## config.mk

```make
export PLATFORM = sky130hd
export DESIGN_NAME = battery_soc_from_voltage_core
export DESIGN_NICKNAME = d
export VERILOG_FILES = /design/src/hdl/bsoc_pkg.sv /design/src/hdl/bsoc_front.sv /design/src/hdl/bsoc_queue.sv /design/src/hdl/bsoc_back.sv /design/src/hdl/battery_soc_from_voltage_core.sv
export SDC_FILE = /design/constraint.sdc
export NUM_CORES = 1
export LEC_CHECK = 0
export ABC_CLOCK_PERIOD_IN_PS = 11350
export BUFFER_PORTS_ARGS = -buffer_cell sky130_fd_sc_hd__buf_2
export CAP_MARGIN = 20
export CORE_UTILIZATION = 60
export DETAILED_ROUTE_END_ITERATION = 16
export HOLD_SLACK_MARGIN = 0.03
export PLACE_DENSITY = 0.78
export SYNTH_ARGS = -nofsm -noshare
export SYNTH_HDL_FRONTEND = slang
export SYNTH_SLANG_ARGS = --single-unit
```

## constraint.sdc

```tcl
create_clock -name clock -period 11.35 [get_ports clock]
set_input_delay 2.27 -clock clock [delete_from_list [all_inputs] [get_ports clock]]
set_output_delay 2.27 -clock clock [all_outputs]
set_load 0.01 [all_outputs]
```

## src/hdl/bsoc_pkg.sv

```systemverilog
`default_nettype none
// ----------------------------------------------------------------------------
// Battery SoC package
// Shared widths, register codes, reset values and the two constant
// open-circuit-voltage curves used by the state-of-charge lookup.
// ----------------------------------------------------------------------------
package bsoc_pkg;

   // field widths
   localparam int unsigned MV_W   = 13;
   localparam int unsigned MA_W   = 13;
   localparam int unsigned RES_W  = 10;
   localparam int unsigned PCT_W  = 7;
   localparam int unsigned PROD_W = MA_W + RES_W;

   // configuration port
   localparam int unsigned ADDR_W = 4;
   localparam int unsigned DATA_W = 32;

   typedef enum logic [1:0] {
      REG_BATTERY_SELECT = 2'd0,
      REG_RES_FIRST      = 2'd1,
      REG_RES_SECOND     = 2'd2
   } reg_addr_type;

   localparam logic             SELECT_RESET     = 1'b1;
   localparam logic [RES_W-1:0] RES_FIRST_RESET  = 10'd300;
   localparam logic [RES_W-1:0] RES_SECOND_RESET = 10'd280;

   // queue between front and back
   localparam int unsigned QUEUE_DEPTH_DEFAULT = 2;

   // divide by 1000: drop product by 8 first, then multiply by ceil(2^26/125)
   localparam int unsigned PRE_SHIFT   = 3;
   localparam int unsigned SCALED_W    = PROD_W - PRE_SHIFT;
   localparam int unsigned RECIP_W     = 20;
   localparam logic [RECIP_W-1:0] RECIP_125 = 20'd536871;
   localparam int unsigned RECIP_SHIFT = 26;
   localparam int unsigned QUOT_W      = SCALED_W + RECIP_W;
   localparam int unsigned DROP_W      = 14;

   localparam logic [MV_W-1:0] MV_MAX = 13'd8191;

   // curve tables, index 0 = first battery, 1 = second battery
   localparam int unsigned CURVE_POINTS = 14;
   localparam int unsigned IDX_W        = 4;
   localparam int unsigned OFFSET_W     = 8;
   localparam int unsigned STEP_RCP_W   = 16;
   localparam int unsigned INTERP_W     = OFFSET_W + STEP_RCP_W;
   localparam int unsigned INTERP_SHIFT = 16;

   localparam logic [IDX_W-1:0] CURVE_LEN [2] = '{4'd13, 4'd14};

   // first curve is padded with a zero-voltage point that never matches first
   localparam logic [MV_W-1:0] CURVE_MV [2][CURVE_POINTS] = '{
      '{13'd4321, 13'd4152, 13'd4096, 13'd4030, 13'd3974, 13'd3920, 13'd3868,
        13'd3804, 13'd3764, 13'd3721, 13'd3679, 13'd3653, 13'd3628, 13'd0},
      '{13'd4227, 13'd4154, 13'd4117, 13'd4042, 13'd3986, 13'd3954, 13'd3901,
        13'd3844, 13'd3782, 13'd3714, 13'd3671, 13'd3652, 13'd3635, 13'd3608}
   };

   localparam logic [PCT_W-1:0] CURVE_PCT [2][CURVE_POINTS] = '{
      '{7'd100, 7'd94, 7'd88, 7'd84, 7'd73, 7'd65, 7'd56,
        7'd45,  7'd33, 7'd20, 7'd13, 7'd9,  7'd0,  7'd0},
      '{7'd100, 7'd95, 7'd88, 7'd82, 7'd76, 7'd69, 7'd61,
        7'd52,  7'd43, 7'd34, 7'd25, 7'd18, 7'd10, 7'd0}
   };

   // ceil(2^16 / step) for the segment that ends at each point, where
   // step = span_mv / span_pct (integer); exact for offsets within a segment
   localparam logic [STEP_RCP_W-1:0] CURVE_RCP [2][CURVE_POINTS] = '{
      '{16'd0,     16'd2341,  16'd7282,  16'd4096,  16'd13108, 16'd10923, 16'd13108,
        16'd13108, 16'd21846, 16'd21846, 16'd10923, 16'd10923, 16'd32768, 16'd0},
      '{16'd0,     16'd4682,  16'd13108, 16'd5462,  16'd7282,  16'd16384, 16'd10923,
        16'd10923, 16'd10923, 16'd9363,  16'd16384, 16'd32768, 16'd32768, 16'd32768}
   };

   // one queued transaction
   typedef struct packed {
      logic [MV_W-1:0]   battery_mv;
      logic              charging;
      logic              sel;
      logic [PROD_W-1:0] product;
   } item_type;

endpackage
`default_nettype wire

```

## src/hdl/bsoc_front.sv

```systemverilog
`default_nettype none
// ----------------------------------------------------------------------------
// Battery SoC front end
// Accepts a reading, picks the battery's resistance and registers the
// current-resistance product for the queue.
// ----------------------------------------------------------------------------
module bsoc_front (
   input  wire                                  clock,
   input  wire                                  reset,
   input  wire                                  req_valid,
   output logic                                 req_stall,
   input  wire  [bsoc_pkg::MV_W-1:0]            req_battery_mv,
   input  wire  [bsoc_pkg::MA_W-1:0]            req_battery_ma,
   input  wire                                  req_charging,
   input  wire                                  battery_select,
   input  wire  [bsoc_pkg::RES_W-1:0]           res_first,
   input  wire  [bsoc_pkg::RES_W-1:0]           res_second,
   output logic                                 push_valid,
   output bsoc_pkg::item_type                   push_item,
   input  wire                                  queue_full
);

   logic                        valid_ff, valid_in;
   bsoc_pkg::item_type          item_ff, item_in;
   logic [bsoc_pkg::RES_W-1:0]  res;
   logic                        advance;

   // stage moves when empty or when the queue takes its transaction
   assign advance   = !valid_ff || !queue_full;
   assign req_stall = !advance;

   assign res = battery_select ? res_second : res_first;

   always_comb begin
      valid_in           = req_valid;
      item_in.battery_mv = req_battery_mv;
      item_in.charging   = req_charging;
      item_in.sel        = battery_select;
      item_in.product    = bsoc_pkg::PROD_W'(req_battery_ma) * bsoc_pkg::PROD_W'(res);
   end

   always_ff @(posedge clock) begin
      if (reset) begin
         valid_ff <= 1'b0;
      end else if (advance) begin
         valid_ff <= valid_in;
      end
   end

   always_ff @(posedge clock) begin
      if (advance && req_valid) begin
         item_ff <= item_in;
      end
   end

   assign push_valid = valid_ff;
   assign push_item  = item_ff;

endmodule
`default_nettype wire

```

## src/hdl/bsoc_queue.sv

```systemverilog
`default_nettype none
// ----------------------------------------------------------------------------
// Battery SoC queue
// Short FIFO that decouples the front end from the back-end pipeline.
// ----------------------------------------------------------------------------
module bsoc_queue #(
   parameter int unsigned DEPTH = bsoc_pkg::QUEUE_DEPTH_DEFAULT
) (
   input  wire                 clock,
   input  wire                 reset,
   input  wire                 push_valid,
   input  bsoc_pkg::item_type  push_item,
   output logic                full,
   output logic                pop_valid,
   input  wire                 pop_ready,
   output bsoc_pkg::item_type  pop_item
);

   localparam int unsigned PTR_W = (DEPTH > 1) ? $clog2(DEPTH) : 1;
   localparam int unsigned CNT_W = $clog2(DEPTH + 1);
   localparam logic [PTR_W-1:0] LAST_PTR = PTR_W'(DEPTH - 1);
   localparam logic [CNT_W-1:0] FULL_CNT = CNT_W'(DEPTH);

   bsoc_pkg::item_type entry_ff [DEPTH];
   logic [PTR_W-1:0]   wr_ptr_ff, wr_ptr_in;
   logic [PTR_W-1:0]   rd_ptr_ff, rd_ptr_in;
   logic [CNT_W-1:0]   count_ff, count_in;
   logic               push, pop;

   assign full      = (count_ff == FULL_CNT);
   assign pop_valid = (count_ff != '0);
   assign pop_item  = entry_ff[rd_ptr_ff];

   assign push = push_valid && !full;
   assign pop  = pop_ready && pop_valid;

   // pointer wrap and occupancy
   always_comb begin
      wr_ptr_in = wr_ptr_ff;
      rd_ptr_in = rd_ptr_ff;
      count_in  = count_ff;
      if (push) begin
         wr_ptr_in = (wr_ptr_ff == LAST_PTR) ? '0 : wr_ptr_ff + 1'b1;
      end
      if (pop) begin
         rd_ptr_in = (rd_ptr_ff == LAST_PTR) ? '0 : rd_ptr_ff + 1'b1;
      end
      if (push && !pop) begin
         count_in = count_ff + 1'b1;
      end else if (pop && !push) begin
         count_in = count_ff - 1'b1;
      end
   end

   always_ff @(posedge clock) begin
      if (reset) begin
         wr_ptr_ff <= '0;
         rd_ptr_ff <= '0;
         count_ff  <= '0;
      end else begin
         wr_ptr_ff <= wr_ptr_in;
         rd_ptr_ff <= rd_ptr_in;
         count_ff  <= count_in;
      end
   end

   always_ff @(posedge clock) begin
      if (push) begin
         entry_ff[wr_ptr_ff] <= push_item;
      end
   end

endmodule
`default_nettype wire

```

## src/hdl/bsoc_back.sv

```systemverilog
`default_nettype none
// ----------------------------------------------------------------------------
// Battery SoC back end
// Divides the drop by 1000, compensates the voltage, finds the curve segment,
// interpolates and holds the result in the output register.
// ----------------------------------------------------------------------------
module bsoc_back (
   input  wire                               clock,
   input  wire                               reset,
   input  wire                               pop_valid,
   input  bsoc_pkg::item_type                pop_item,
   output logic                              pop_ready,
   output logic                              rsp_valid,
   input  wire                               rsp_stall,
   output logic [bsoc_pkg::MV_W-1:0]         rsp_compensated_mv,
   output logic [bsoc_pkg::PCT_W-1:0]        rsp_soc_percent
);

   localparam int unsigned MV_W   = bsoc_pkg::MV_W;
   localparam int unsigned PCT_W  = bsoc_pkg::PCT_W;
   localparam int unsigned IDX_W  = bsoc_pkg::IDX_W;
   localparam int unsigned DROP_W = bsoc_pkg::DROP_W;

   logic advance;

   // stage 1: reciprocal multiply for the divide by 1000
   logic                         s1_valid_ff;
   logic [MV_W-1:0]              s1_mv_ff;
   logic                         s1_chg_ff, s1_sel_ff;
   logic [bsoc_pkg::QUOT_W-1:0]  s1_quot_ff, s1_quot_in;

   // stage 2: compensated voltage
   logic                         s2_valid_ff;
   logic                         s2_sel_ff;
   logic [MV_W-1:0]              s2_comp_ff, s2_comp_in;
   logic [DROP_W-1:0]            drop;
   logic [DROP_W:0]              sum;

   // stage 3: segment index
   logic                         s3_valid_ff;
   logic                         s3_sel_ff;
   logic [MV_W-1:0]              s3_comp_ff;
   logic [IDX_W-1:0]             s3_idx_ff, s3_idx_in;

   // stage 4: interpolation product
   logic                            s4_valid_ff;
   logic [MV_W-1:0]                 s4_comp_ff;
   logic [PCT_W-1:0]                s4_top_ff, s4_top_in;
   logic [bsoc_pkg::INTERP_W-1:0]   s4_prod_ff, s4_prod_in;
   logic [IDX_W-1:0]                idx_prev;
   logic [MV_W-1:0]                 offset_full;

   // output register
   logic                         out_valid_ff;
   logic [MV_W-1:0]              out_mv_ff;
   logic [PCT_W-1:0]             out_pct_ff, out_pct_in;
   logic [bsoc_pkg::OFFSET_W-1:0] dec;

   // whole pipeline moves while the output slot is free or being taken
   assign advance   = !out_valid_ff || !rsp_stall;
   assign pop_ready = advance;

   // stage 1 datapath
   assign s1_quot_in =
      bsoc_pkg::QUOT_W'(pop_item.product[bsoc_pkg::PROD_W-1:bsoc_pkg::PRE_SHIFT]) *
      bsoc_pkg::QUOT_W'(bsoc_pkg::RECIP_125);

   // stage 2 datapath: saturating add or subtract of the drop
   assign drop = s1_quot_ff[bsoc_pkg::RECIP_SHIFT +: DROP_W];
   assign sum  = (DROP_W + 1)'(s1_mv_ff) + (DROP_W + 1)'(drop);

   always_comb begin
      if (s1_chg_ff) begin
         if (drop >= DROP_W'(s1_mv_ff)) begin
            s2_comp_in = '0;
         end else begin
            s2_comp_in = s1_mv_ff - MV_W'(drop);
         end
      end else begin
         if (sum > (DROP_W + 1)'(bsoc_pkg::MV_MAX)) begin
            s2_comp_in = bsoc_pkg::MV_MAX;
         end else begin
            s2_comp_in = MV_W'(sum);
         end
      end
   end

   // stage 3 datapath: first point at or below the voltage, or table length
   always_comb begin
      s3_idx_in = bsoc_pkg::CURVE_LEN[s2_sel_ff];
      for (int k = bsoc_pkg::CURVE_POINTS - 1; k >= 0; k--) begin
         if (s2_comp_ff >= bsoc_pkg::CURVE_MV[s2_sel_ff][k]) begin
            s3_idx_in = IDX_W'(k);
         end
      end
   end

   // stage 4 datapath: above top, below bottom, or inside a segment
   assign idx_prev    = s3_idx_ff - 1'b1;
   assign offset_full = bsoc_pkg::CURVE_MV[s3_sel_ff][idx_prev] - s3_comp_ff;

   always_comb begin
      if (s3_idx_ff == '0) begin
         s4_top_in  = bsoc_pkg::CURVE_PCT[s3_sel_ff][0];
         s4_prod_in = '0;
      end else if (s3_idx_ff == bsoc_pkg::CURVE_LEN[s3_sel_ff]) begin
         s4_top_in  = bsoc_pkg::CURVE_PCT[s3_sel_ff][idx_prev];
         s4_prod_in = '0;
      end else begin
         s4_top_in  = bsoc_pkg::CURVE_PCT[s3_sel_ff][idx_prev];
         s4_prod_in = bsoc_pkg::INTERP_W'(offset_full[bsoc_pkg::OFFSET_W-1:0]) *
                      bsoc_pkg::INTERP_W'(bsoc_pkg::CURVE_RCP[s3_sel_ff][s3_idx_ff]);
      end
   end

   // output datapath: step count off the top percent, clamped at zero
   assign dec = s4_prod_ff[bsoc_pkg::INTERP_SHIFT +: bsoc_pkg::OFFSET_W];

   always_comb begin
      if (dec >= bsoc_pkg::OFFSET_W'(s4_top_ff)) begin
         out_pct_in = '0;
      end else begin
         out_pct_in = s4_top_ff - PCT_W'(dec);
      end
   end

   // valid chain
   always_ff @(posedge clock) begin
      if (reset) begin
         s1_valid_ff  <= 1'b0;
         s2_valid_ff  <= 1'b0;
         s3_valid_ff  <= 1'b0;
         s4_valid_ff  <= 1'b0;
         out_valid_ff <= 1'b0;
      end else if (advance) begin
         s1_valid_ff  <= pop_valid;
         s2_valid_ff  <= s1_valid_ff;
         s3_valid_ff  <= s2_valid_ff;
         s4_valid_ff  <= s3_valid_ff;
         out_valid_ff <= s4_valid_ff;
      end
   end

   // payload registers
   always_ff @(posedge clock) begin
      if (advance) begin
         s1_mv_ff   <= pop_item.battery_mv;
         s1_chg_ff  <= pop_item.charging;
         s1_sel_ff  <= pop_item.sel;
         s1_quot_ff <= s1_quot_in;

         s2_sel_ff  <= s1_sel_ff;
         s2_comp_ff <= s2_comp_in;

         s3_sel_ff  <= s2_sel_ff;
         s3_comp_ff <= s2_comp_ff;
         s3_idx_ff  <= s3_idx_in;

         s4_comp_ff <= s3_comp_ff;
         s4_top_ff  <= s4_top_in;
         s4_prod_ff <= s4_prod_in;

         out_mv_ff  <= s4_comp_ff;
         out_pct_ff <= out_pct_in;
      end
   end

   assign rsp_valid          = out_valid_ff;
   assign rsp_compensated_mv = out_mv_ff;
   assign rsp_soc_percent    = out_pct_ff;

endmodule
`default_nettype wire

```

## src/hdl/battery_soc_from_voltage_core.sv

```systemverilog
`default_nettype none
// ----------------------------------------------------------------------------
// Battery state-of-charge from voltage
// Compensates a battery reading for internal resistance and maps the
// open-circuit voltage to a percentage through a piecewise-linear curve.
// ----------------------------------------------------------------------------
//   channel   direction  handshake           payload
//   req_      in         req_valid/stall     battery_mv, battery_ma, charging
//   rsp_      out        rsp_valid/stall     compensated_mv, soc_percent
//   config    in         psel/penable/pwrite paddr, pwdata, prdata, pready
//
// One transaction per cycle sustained while no stall holds the flow; a result
// passes front register, queue, back-end stages 1 to 4 and output register.
// Reset empties the pipeline and loads the register defaults; no memory sweep.
// An rsp_stall holds the back end; the queue lets the front keep accepting
// until it fills, and only then does req_stall rise.
// ----------------------------------------------------------------------------
module battery_soc_from_voltage_core #(
   parameter int unsigned QUEUE_DEPTH = bsoc_pkg::QUEUE_DEPTH_DEFAULT
) (
   input  wire                                  clock,
   input  wire                                  reset,
   // input channel
   input  wire                                  req_valid,
   output logic                                 req_stall,
   input  wire  [bsoc_pkg::MV_W-1:0]            req_battery_mv,
   input  wire  [bsoc_pkg::MA_W-1:0]            req_battery_ma,
   input  wire                                  req_charging,
   // result channel
   output logic                                 rsp_valid,
   input  wire                                  rsp_stall,
   output logic [bsoc_pkg::MV_W-1:0]            rsp_compensated_mv,
   output logic [bsoc_pkg::PCT_W-1:0]           rsp_soc_percent,
   // configuration port
   input  wire                                  psel,
   input  wire                                  penable,
   input  wire                                  pwrite,
   input  wire  [bsoc_pkg::ADDR_W-1:0]          paddr,
   input  wire  [bsoc_pkg::DATA_W-1:0]          pwdata,
   output logic [bsoc_pkg::DATA_W-1:0]          prdata,
   output logic                                 pready
);

   localparam int unsigned RES_W = bsoc_pkg::RES_W;

   logic                         select_ff;
   logic [RES_W-1:0]             res_first_ff, res_second_ff;
   logic                         cfg_write;
   bsoc_pkg::reg_addr_type       reg_addr;

   logic                         push_valid, queue_full;
   bsoc_pkg::item_type           push_item, pop_item;
   logic                         pop_valid, pop_ready;

   // configuration registers
   assign pready    = 1'b1;
   assign cfg_write = psel && penable && pwrite && pready;
   assign reg_addr  = bsoc_pkg::reg_addr_type'(paddr[3:2]);

   always_ff @(posedge clock) begin
      if (reset) begin
         select_ff     <= bsoc_pkg::SELECT_RESET;
         res_first_ff  <= bsoc_pkg::RES_FIRST_RESET;
         res_second_ff <= bsoc_pkg::RES_SECOND_RESET;
      end else if (cfg_write) begin
         case (reg_addr)
            bsoc_pkg::REG_BATTERY_SELECT: select_ff     <= pwdata[0];
            bsoc_pkg::REG_RES_FIRST:      res_first_ff  <= pwdata[RES_W-1:0];
            bsoc_pkg::REG_RES_SECOND:     res_second_ff <= pwdata[RES_W-1:0];
            default: ;
         endcase
      end
   end

   // register readback
   always_comb begin
      case (reg_addr)
         bsoc_pkg::REG_BATTERY_SELECT: prdata = bsoc_pkg::DATA_W'(select_ff);
         bsoc_pkg::REG_RES_FIRST:      prdata = bsoc_pkg::DATA_W'(res_first_ff);
         bsoc_pkg::REG_RES_SECOND:     prdata = bsoc_pkg::DATA_W'(res_second_ff);
         default:                      prdata = '0;
      endcase
   end

   // front end: accept and form the drop product
   bsoc_front u_front (
      .clock          (clock),
      .reset          (reset),
      .req_valid      (req_valid),
      .req_stall      (req_stall),
      .req_battery_mv (req_battery_mv),
      .req_battery_ma (req_battery_ma),
      .req_charging   (req_charging),
      .battery_select (select_ff),
      .res_first      (res_first_ff),
      .res_second     (res_second_ff),
      .push_valid     (push_valid),
      .push_item      (push_item),
      .queue_full     (queue_full)
   );

   // decoupling queue
   bsoc_queue #(
      .DEPTH (QUEUE_DEPTH)
   ) u_queue (
      .clock      (clock),
      .reset      (reset),
      .push_valid (push_valid),
      .push_item  (push_item),
      .full       (queue_full),
      .pop_valid  (pop_valid),
      .pop_ready  (pop_ready),
      .pop_item   (pop_item)
   );

   // back end: compensation, lookup and interpolation
   bsoc_back u_back (
      .clock              (clock),
      .reset              (reset),
      .pop_valid          (pop_valid),
      .pop_item           (pop_item),
      .pop_ready          (pop_ready),
      .rsp_valid          (rsp_valid),
      .rsp_stall          (rsp_stall),
      .rsp_compensated_mv (rsp_compensated_mv),
      .rsp_soc_percent    (rsp_soc_percent)
   );

endmodule
`default_nettype wire

```

==> parameters.txt, run 1 <==
Parameter                              Value

Yosys
  Count of synthesis-stage warnings from yosys    0
  Async set-reset flop share out of synthesis    0
  Largest family of logic cells by synthesized area    adder cells
  Fraction of post-synthesis cell area in the top cell type by area    0.250
  FF+latch count, synth    246
  Netlist cell types    86
  Syn avg cell area    10.1 sq um
  Most instantiated cells after synthesis    sky130_fd_sc_hd__inv_1 (425), sky130_fd_sc_hd__ha_1 (360), sky130_fd_sc_hd__fa_1 (258), sky130_fd_sc_hd__edfxtp_1 (214), sky130_fd_sc_hd__nand2_1 (191)
  Most area-consuming cells after synthesis    sky130_fd_sc_hd__edfxtp_1 (25%), sky130_fd_sc_hd__fa_1 (20%), sky130_fd_sc_hd__ha_1 (18%), sky130_fd_sc_hd__inv_1 (6.2%), sky130_fd_sc_hd__nand2_1 (2.8%)
  Mux contribution to synthesized area    0.0236
  Cell with the most instances after synthesis    sky130_fd_sc_hd__inv_1
  Post-synthesis share of cell area spent on xor and xnor gates    0.0205
  Number of synthesized flops with an enable pin    214
  Fraction of the mapped netlist area in compound gates    0.102
  Library cell with the largest summed area after synthesis    sky130_fd_sc_hd__edfxtp_1
  Area share of and/or/nand/nor cells after synthesis    0.121
  Most used flip-flop cell after synthesis    sky130_fd_sc_hd__edfxtp_1
  Share of synthesized cell area in full adder, half adder and majority cells    0.376
  Post-synth design cell area    25700 sq um
  Sequential area share after synthesis    0.275
  Post-synthesis instance total    2545

Placed design
  Setup Slack @ Placement    1740 ps
  Global placement routability congestion    0.924
  Placed Area    26500 sq um
  Final HPWL from detailed placement    42.5 mm
  Placed insts    3101
  Number of buffers added on ports    77

GRT
  Overall overflow remaining after global route    0
  GR Util All Layers    0.250
  Initial antenna violation count    1
  First-pass GRT wire length    89.2 mm
  Grt met2 use    0.473
  Pin count of the biggest net entering global routing    59
  Met1 capacity usage during global routing    0.302
  Number of global-route vias before repair    18.7k
  Met3 routing resource usage after global routing    0.0231
  Highest-utilization routing layer at the global route stage    met2

STA
  Setup-violating endpoint count in the final report    0
  Post-Route Setup TNS    0 ps
  Worst-Margin Slew    1030 ps
  Final critical-path required period    9820 ps
  PnR worst setup slack    1530 ps
  Headroom to the max-slew limit    0.313
  Achievable frequency    102 MHz
  Fin crit share    0.865
  Count of final max-slew check failures    0
  Final Hold Violating Endpoints    0
  RSZ-0062 raised after global routing    false
  Setup Skew    12.6 ps

Clock tree
  Post-CTS setup buffers    0
  Clock transition at path regs    60 ps
  Number of buffers created by CTS    26
  Clock tree root driver cell    sky130_fd_sc_hd__clkbuf_16
  # resized after CTS    0
  TritonCTS clock tree    yes
  Clock latency reported for the late side of the worst-skew pair    550 ps
  Longest Clk Path Bufs    3
  Total of hold buffers inserted after clock tree synthesis    0
  H-tree Lvls    1
  Clk sink count    246

Drt
  Final wirelength    53.2 mm
  Number of routed nets with antenna violations    0
  Wire per inst    16.9 um
  Detail-routed via count per cell    5.70
  DRC marker count from the first detailed-route iteration    1065
  Total via count after detailed routing    18.0k
  Detailed Routing Iterations Pass 1    5
  Post-route DRC    0

Final layout
  Post-route insts no fill    3151
  Area growth from synthesis to layout    6.66%
  Post-route standard cell area excluding fillers    27400 sq um
  Post-layout net count    3280
  Diodes inserted    0
  Proportion of layout cells with a drive suffix above 1    0.0858
  Filler Cells Inserted    3272

Critical path
  Endpoint required time on the critical path    11650 ps
  Endpoint class of the critical path    flop
  Worst Path Max Fanout    25
  Kind of critical path    flop to flop
  Critical path launch point type    flop
  Capture point of the worst reg-to-reg path    u_back.s4_prod_ff[21]
  R2R cell count    30
  Critical Path Max Stage Delay    970 ps
  Arrival time of data at the critical path endpoint    10110 ps
  Critical Path Slowest Stage Cell    sky130_fd_sc_hd__ha_1
  Setup slack, reg-to-reg    1530 ps
  FF-to-FF Start    u_back.s3_idx_ff[1]

Worst hold path
  Startpoint of the worst hold path    u_back.s3_comp_ff[12]
  HP Class    flop to flop
  Hold depth    0
  Min-Delay Endpoint    u_back.s4_comp_ff[12]

Floorplan
  Count of pins on the block boundary    125
  Row count    75
  Die Y-Extent    209 um
  Floorplan core area    42000 sq um
  Horizontal extent of the die    209 um
  Initial standard-cell utilization of the core    0.611
  Total die area    43600 sq um

Flow run
  Number of violations of the max-capacitance limit    0

Run status
  Status    finished, final reports clean
## per-layer routing
layer  vias up  wire, um
met5         -        13
met4         2      1300
met3        91      1890
met2       455     28400
met1      8834     21600
li1       8573         -
## worst max-delay path: cells and delay by family (launching register included)
kind	cells	cell delay [ps]
and+or+nand+nor	5	910
buffers and inverters	5	1030
AOI/OAI and AO/OA	12	2440
adders and majority gates	7	3660
DFF	1	830
xor gates and xnor gates	1	670
## through the flow
stage          hold WS (ps)  utilization
2_1_floorplan           400            -
3_3_place_gp            403        0.630
3_5_place_dp            405        0.630
4_1_cts                 420        0.651
5_1_grt                 426        0.652
6_report                418        0.652
## logic make-up (layout without fill, tap and decap cells)
logic type / count (synthesis) / count (layout)
DFF: 246 / 246
xor gates and xnor gates: 60 / 60
AOI/OAI and AO/OA: 396 / 396
buffers and inverters: 526 / 572
muxes: 56 / 56
and+or+nand+nor: 641 / 641
adders and majority gates: 618 / 618
other: 2 / 23
## placed cells by master (no fill, tap or decap), types with 48 or more instances in the layout
master,n
sky130_fd_sc_hd__nand2b_1,48
sky130_fd_sc_hd__nor2_1,168
sky130_fd_sc_hd__ha_1,360
sky130_fd_sc_hd__inv_1,425
sky130_fd_sc_hd__fa_1,258
sky130_fd_sc_hd__nor2b_1,63
sky130_fd_sc_hd__a21oi_1,115
sky130_fd_sc_hd__nand2_1,190
sky130_fd_sc_hd__buf_2,78
sky130_fd_sc_hd__edfxtp_1,214
sky130_fd_sc_hd__o21ai_0,69
## cell type report
class                   instances  area [sq um]  area share
flip-flops and latches        246          7070       0.258
repair buffers                 98           541      0.0197
clock buffers                  33           697      0.0254
clock inverters                15           186     0.00681
inverters                     426          1600      0.0584
multi-input cells            1794         16600       0.607
well taps                     539           674      0.0246
## how the worst max path moves through the flow
stage | from | to | slack [ps] | cells after the start
2_1_floorplan | u_back.s3_idx_ff[0] | u_back.s4_prod_ff[21] | 3180 | 34
3_3_place_gp | u_back.s3_idx_ff[1] | u_back.s4_prod_ff[21] | 1820 | 30
3_5_place_dp | u_back.s3_idx_ff[1] | u_back.s4_prod_ff[21] | 1740 | 30
4_1_cts | u_back.s3_idx_ff[1] | u_back.s4_prod_ff[21] | 1650 | 30
5_1_grt | u_back.s3_idx_ff[1] | u_back.s4_prod_ff[21] | 970 | 30
6_report | u_back.s3_idx_ff[1] | u_back.s4_prod_ff[21] | 1530 | 30
## registers in the layout, indices dropped and copies added, names as in the netlist, 2 cells and up, named ones only
name / flops
res_first_ff: 10
res_second_ff: 10
u_back.rsp_compensated_mv: 13
u_back.rsp_soc_percent: 7
u_back.s1_mv_ff: 13
u_back.s1_quot_ff: 14
u_back.s2_comp_ff: 13
u_back.s3_comp_ff: 13
u_back.s3_idx_ff: 4
u_back.s4_comp_ff: 13
u_back.s4_prod_ff: 8
u_back.s4_top_ff: 7
u_front.push_item: 35
u_queue.count_ff: 2
u_queue.entry_ff: 70
Power of run 1 is left out: the tool's default activity adds up to more than one toggle a clock period on the data nets, which glitch-free logic cannot reach.
==> run 2, diff against run 1 <==
--- a/config.mk
+++ b/config.mk
@@ -5,6 +5,7 @@
 export SDC_FILE = /design/constraint.sdc
 export NUM_CORES = 1
 export LEC_CHECK = 0
+export ABC_AREA = 1
 export ABC_CLOCK_PERIOD_IN_PS = 11350
 export BUFFER_PORTS_ARGS = -buffer_cell sky130_fd_sc_hd__buf_2
 export CAP_MARGIN = 20
==> run 2 against run 1 <==
Net effect:
- die area up 2.6%
- flip-flop and latch count did not move
- utilization grew 0.42 points
- worst hold slack got worse by 1.8 ps
- synthesized cell count rose by 16%
- clock skew grew 29 ps
- critical path depth grew 3
- first-iteration DRC count grew 67%
==> parameters.txt, run 2 <==
Parameter                              Value

Clock tree
  TritonCTS clock tree    yes
  Clock tree root driver cell    sky130_fd_sc_hd__clkbuf_16
  H-tree Lvls    1 (unchanged)
  Clock transition at path regs    60 ps (about the same)
  Post-CTS setup buffers    0 (unchanged)
  Clk sink count    246 (unchanged)
  Longest Clk Path Bufs    3 (unchanged)
  Clock latency reported for the late side of the worst-skew pair    590 ps (+40 ps)
  Total of hold buffers inserted after clock tree synthesis    0 (unchanged)
  Number of buffers created by CTS    28 (+7.7%)
  # resized after CTS    0 (unchanged)

Drt
  Detailed Routing Iterations Pass 1    5 (unchanged)
  Total via count after detailed routing    20.3k (+13%)
  Post-route DRC    0 (unchanged)
  Final wirelength    64.1 mm (+20%)
  Number of routed nets with antenna violations    0 (unchanged)
  Detail-routed via count per cell    5.61 (-1.6%)
  Wire per inst    17.7 um (+4.7%)
  DRC marker count from the first detailed-route iteration    1776 (+67%)

Yosys
  Syn avg cell area    8.95 sq um (-11%)
  Post-synthesis instance total    2945 (+16%)
  Cell with the most instances after synthesis    sky130_fd_sc_hd__inv_1
  Share of synthesized cell area in full adder, half adder and majority cells    0.367 (-0.00955)
  Fraction of the mapped netlist area in compound gates    0.0961 (-0.00610)
  Area share of and/or/nand/nor cells after synthesis    0.136 (+0.0153)
  Most area-consuming cells after synthesis    sky130_fd_sc_hd__edfxtp_1 (24%), sky130_fd_sc_hd__fa_1 (20%), sky130_fd_sc_hd__ha_1 (17%), sky130_fd_sc_hd__inv_1 (8.6%), sky130_fd_sc_hd__nand2_1 (6.0%)
  Library cell with the largest summed area after synthesis    sky130_fd_sc_hd__edfxtp_1
  Post-synthesis share of cell area spent on xor and xnor gates    0.0175 (-0.00299)
  Most instantiated cells after synthesis    sky130_fd_sc_hd__inv_1 (605), sky130_fd_sc_hd__nand2_1 (420), sky130_fd_sc_hd__ha_1 (360), sky130_fd_sc_hd__nor2_1 (285), sky130_fd_sc_hd__fa_1 (258)
  Most used flip-flop cell after synthesis    sky130_fd_sc_hd__edfxtp_1
  FF+latch count, synth    246 (unchanged)
  Largest family of logic cells by synthesized area    adder cells
  Count of synthesis-stage warnings from yosys    0 (unchanged)
  Post-synth design cell area    26400 sq um (+2.6%)
  Sequential area share after synthesis    0.268 (-0.00698)
  Fraction of post-synthesis cell area in the top cell type by area    0.244 (-0.00634)
  Netlist cell types    63 (-27%)
  Async set-reset flop share out of synthesis    0 (unchanged)
  Number of synthesized flops with an enable pin    214 (unchanged)
  Mux contribution to synthesized area    0.0128 (-0.0108)

Critical path
  R2R cell count    33 (+10%)
  Endpoint required time on the critical path    11690 ps (+40 ps)
  Kind of critical path    flop to flop
  Critical Path Slowest Stage Cell    sky130_fd_sc_hd__edfxtp_1
  Critical Path Max Stage Delay    670 ps (-300 ps)
  Cell family with the largest share of critical-path delay    adder cells
  Endpoint class of the critical path    flop
  Critical path launch point type    flop
  Combined buffer and inverter count along the critical path    7 (+2)
  Worst Path Max Fanout    18 (-28%)
  Critical path depth    33 (+10%)
  Arrival time of data at the critical path endpoint    9270 ps (-840 ps)

Placed design
  Number of buffers added on ports    77 (unchanged)
  Global placement routability congestion    0.950 (+2.9%)
  Placed Area    27300 sq um (+3.1%)
  Final HPWL from detailed placement    51.3 mm (+21%)

Flow run
  Number of violations of the max-capacitance limit    0 (unchanged)

Floorplan
  Count of pins on the block boundary    125 (unchanged)
  Horizontal extent of the die    212 um (+1.3%)
  Floorplan core area    43200 sq um (+2.7%)
  Total die area    44800 sq um (+2.6%)
  Row count    76 (+1.3%)
  Die Y-Extent    212 um (+1.3%)
  Initial standard-cell utilization of the core    0.610 (about the same)

Final layout
  Total area of multi-input combinational cells    16700 sq um (+0.34%)
  Largest reg by FF count    u_queue.entry_ff
  Post-layout net count    3704 (+13%)
  Filler Cells Inserted    3565 (+9.0%)
  Area growth from synthesis to layout    7.45%
  Sequential cell area    7070 sq um (about the same)
  Proportion of layout cells with a drive suffix above 1    0.0714 (-0.0143)
  Most common library cell in the layout ignoring fill and taps    sky130_fd_sc_hd__inv_1
  Post-route standard cell area excluding fillers    28300 sq um (+3.4%)
  Most frequent cells in the layout    sky130_fd_sc_hd__inv_1 (605), sky130_fd_sc_hd__nand2_1 (419), sky130_fd_sc_hd__ha_1 (360), sky130_fd_sc_hd__nor2_1 (283), sky130_fd_sc_hd__fa_1 (258)
  Final Core Density    0.656 (+0.00423)
  Flip-flop count of the largest register, all copies and words added    70 (unchanged)

GRT
  Pin count of the biggest net entering global routing    70 (+19%)
  GR Util All Layers    0.295 (+0.0444)
  Number of global-route vias before repair    20.9k (+11%)
  Overall overflow remaining after global route    0 (unchanged)
  Initial antenna violation count    5 (+4)
  First-pass GRT wire length    104 mm (+17%)

Run status
  Status    finished, final reports clean

STA
  Achievable frequency    112 MHz (+10%)
  RSZ-0062 raised after global routing    false
  Final Hold Violating Endpoints    0 (unchanged)
  Count of final max-slew check failures    0 (unchanged)
  Worst-Margin Slew    1190 ps (+160 ps)
  Setup Skew    41.2 ps (+28.7 ps)
  Setup-violating endpoint count in the final report    0 (unchanged)
  Post-Route Setup TNS    0 ps (unchanged)
  Headroom to the max-slew limit    0.203 (-0.110)
  Worst Hold Margin    417 ps (-1.78 ps)
  Fin crit share    0.786 (-0.0784)
  Final critical-path required period    8930 ps (-889 ps)

Worst hold path
  HP Class    flop to flop
  Hold depth    0 (unchanged)
## run 2: cell count changes in the layout (fill, tap and decap cells not counted), sizes merged, moves of 49 or more
cell | before | now
o21ai | 78 | 134
nor2 | 169 | 296
inv | 429 | 616
nor2b | 64 | 0
a21oi | 116 | 187
nand2 | 191 | 431
nand2b | 49 | 0
## run 2: cell families (layout without fill, tap and decap cells)
group                    count (synthesis)  after routing
AO/OA/AOI/OAI                          440            440
multiplexers                            30             30
XOR/XNOR                                50             50
AND/OR/NAND/NOR                        871            871
flip-flops                             246            246
adder cells (fa/ha/maj)                618            618
other                                    2             25
buffers and inverters                  688            760
## run 2: path summary, 6_finish.rpt
check                        start                             to  slack [ps]
max            u_back.s3_idx_ff[1]          u_back.s4_prod_ff[20]        2420
min          u_back.s4_comp_ff[11]  u_back.rsp_compensated_mv[11]         420
max reg2reg    u_back.s3_idx_ff[1]          u_back.s4_prod_ff[20]        2420
min reg2reg  u_back.s4_comp_ff[11]  u_back.rsp_compensated_mv[11]         420
## run 2: final cells by class
type / count / area share
Clock buffer: 32 / 0.0264
Sequential cell: 246 / 0.250
Tap cell: 585 / 0.0259
Inverter: 621 / 0.0823
Multi-Input combinational cell: 2032 / 0.589
Timing Repair Buffer: 87 / 0.0173
Clock inverter: 20 / 0.00893
Antenna cell: 2 / 0.000177
## run 2: worst reg2reg max path: cells and delay by family, from the launching register on
kind / cells / cell delay [ps]
XOR/XNOR: 1 / 310
buffers and inverters: 7 / 1240
adder cells (fa/ha/maj): 7 / 3310
flip-flops: 1 / 670
AO/OA/AOI/OAI: 11 / 2250
AND/OR/NAND/NOR: 7 / 870
## run 2: metrics by stage
stage / instances / setup WS (ps)
3_5_place_dp: 3571 / 2640
2_1_floorplan: 2966 / 3910
4_1_cts: 3623 / 2630
5_1_grt: 3623 / 1860
3_3_place_gp: 3568 / 2590
6_report: 3625 / 2420
## run 2: layer usage
layer,track usage,wire length (um)
met5,0,13
met4,0.100,2220
met2,0.518,31800
met1,0.374,26200
met3,0.0381,3840
Power of run 2 is left out for the same reason.
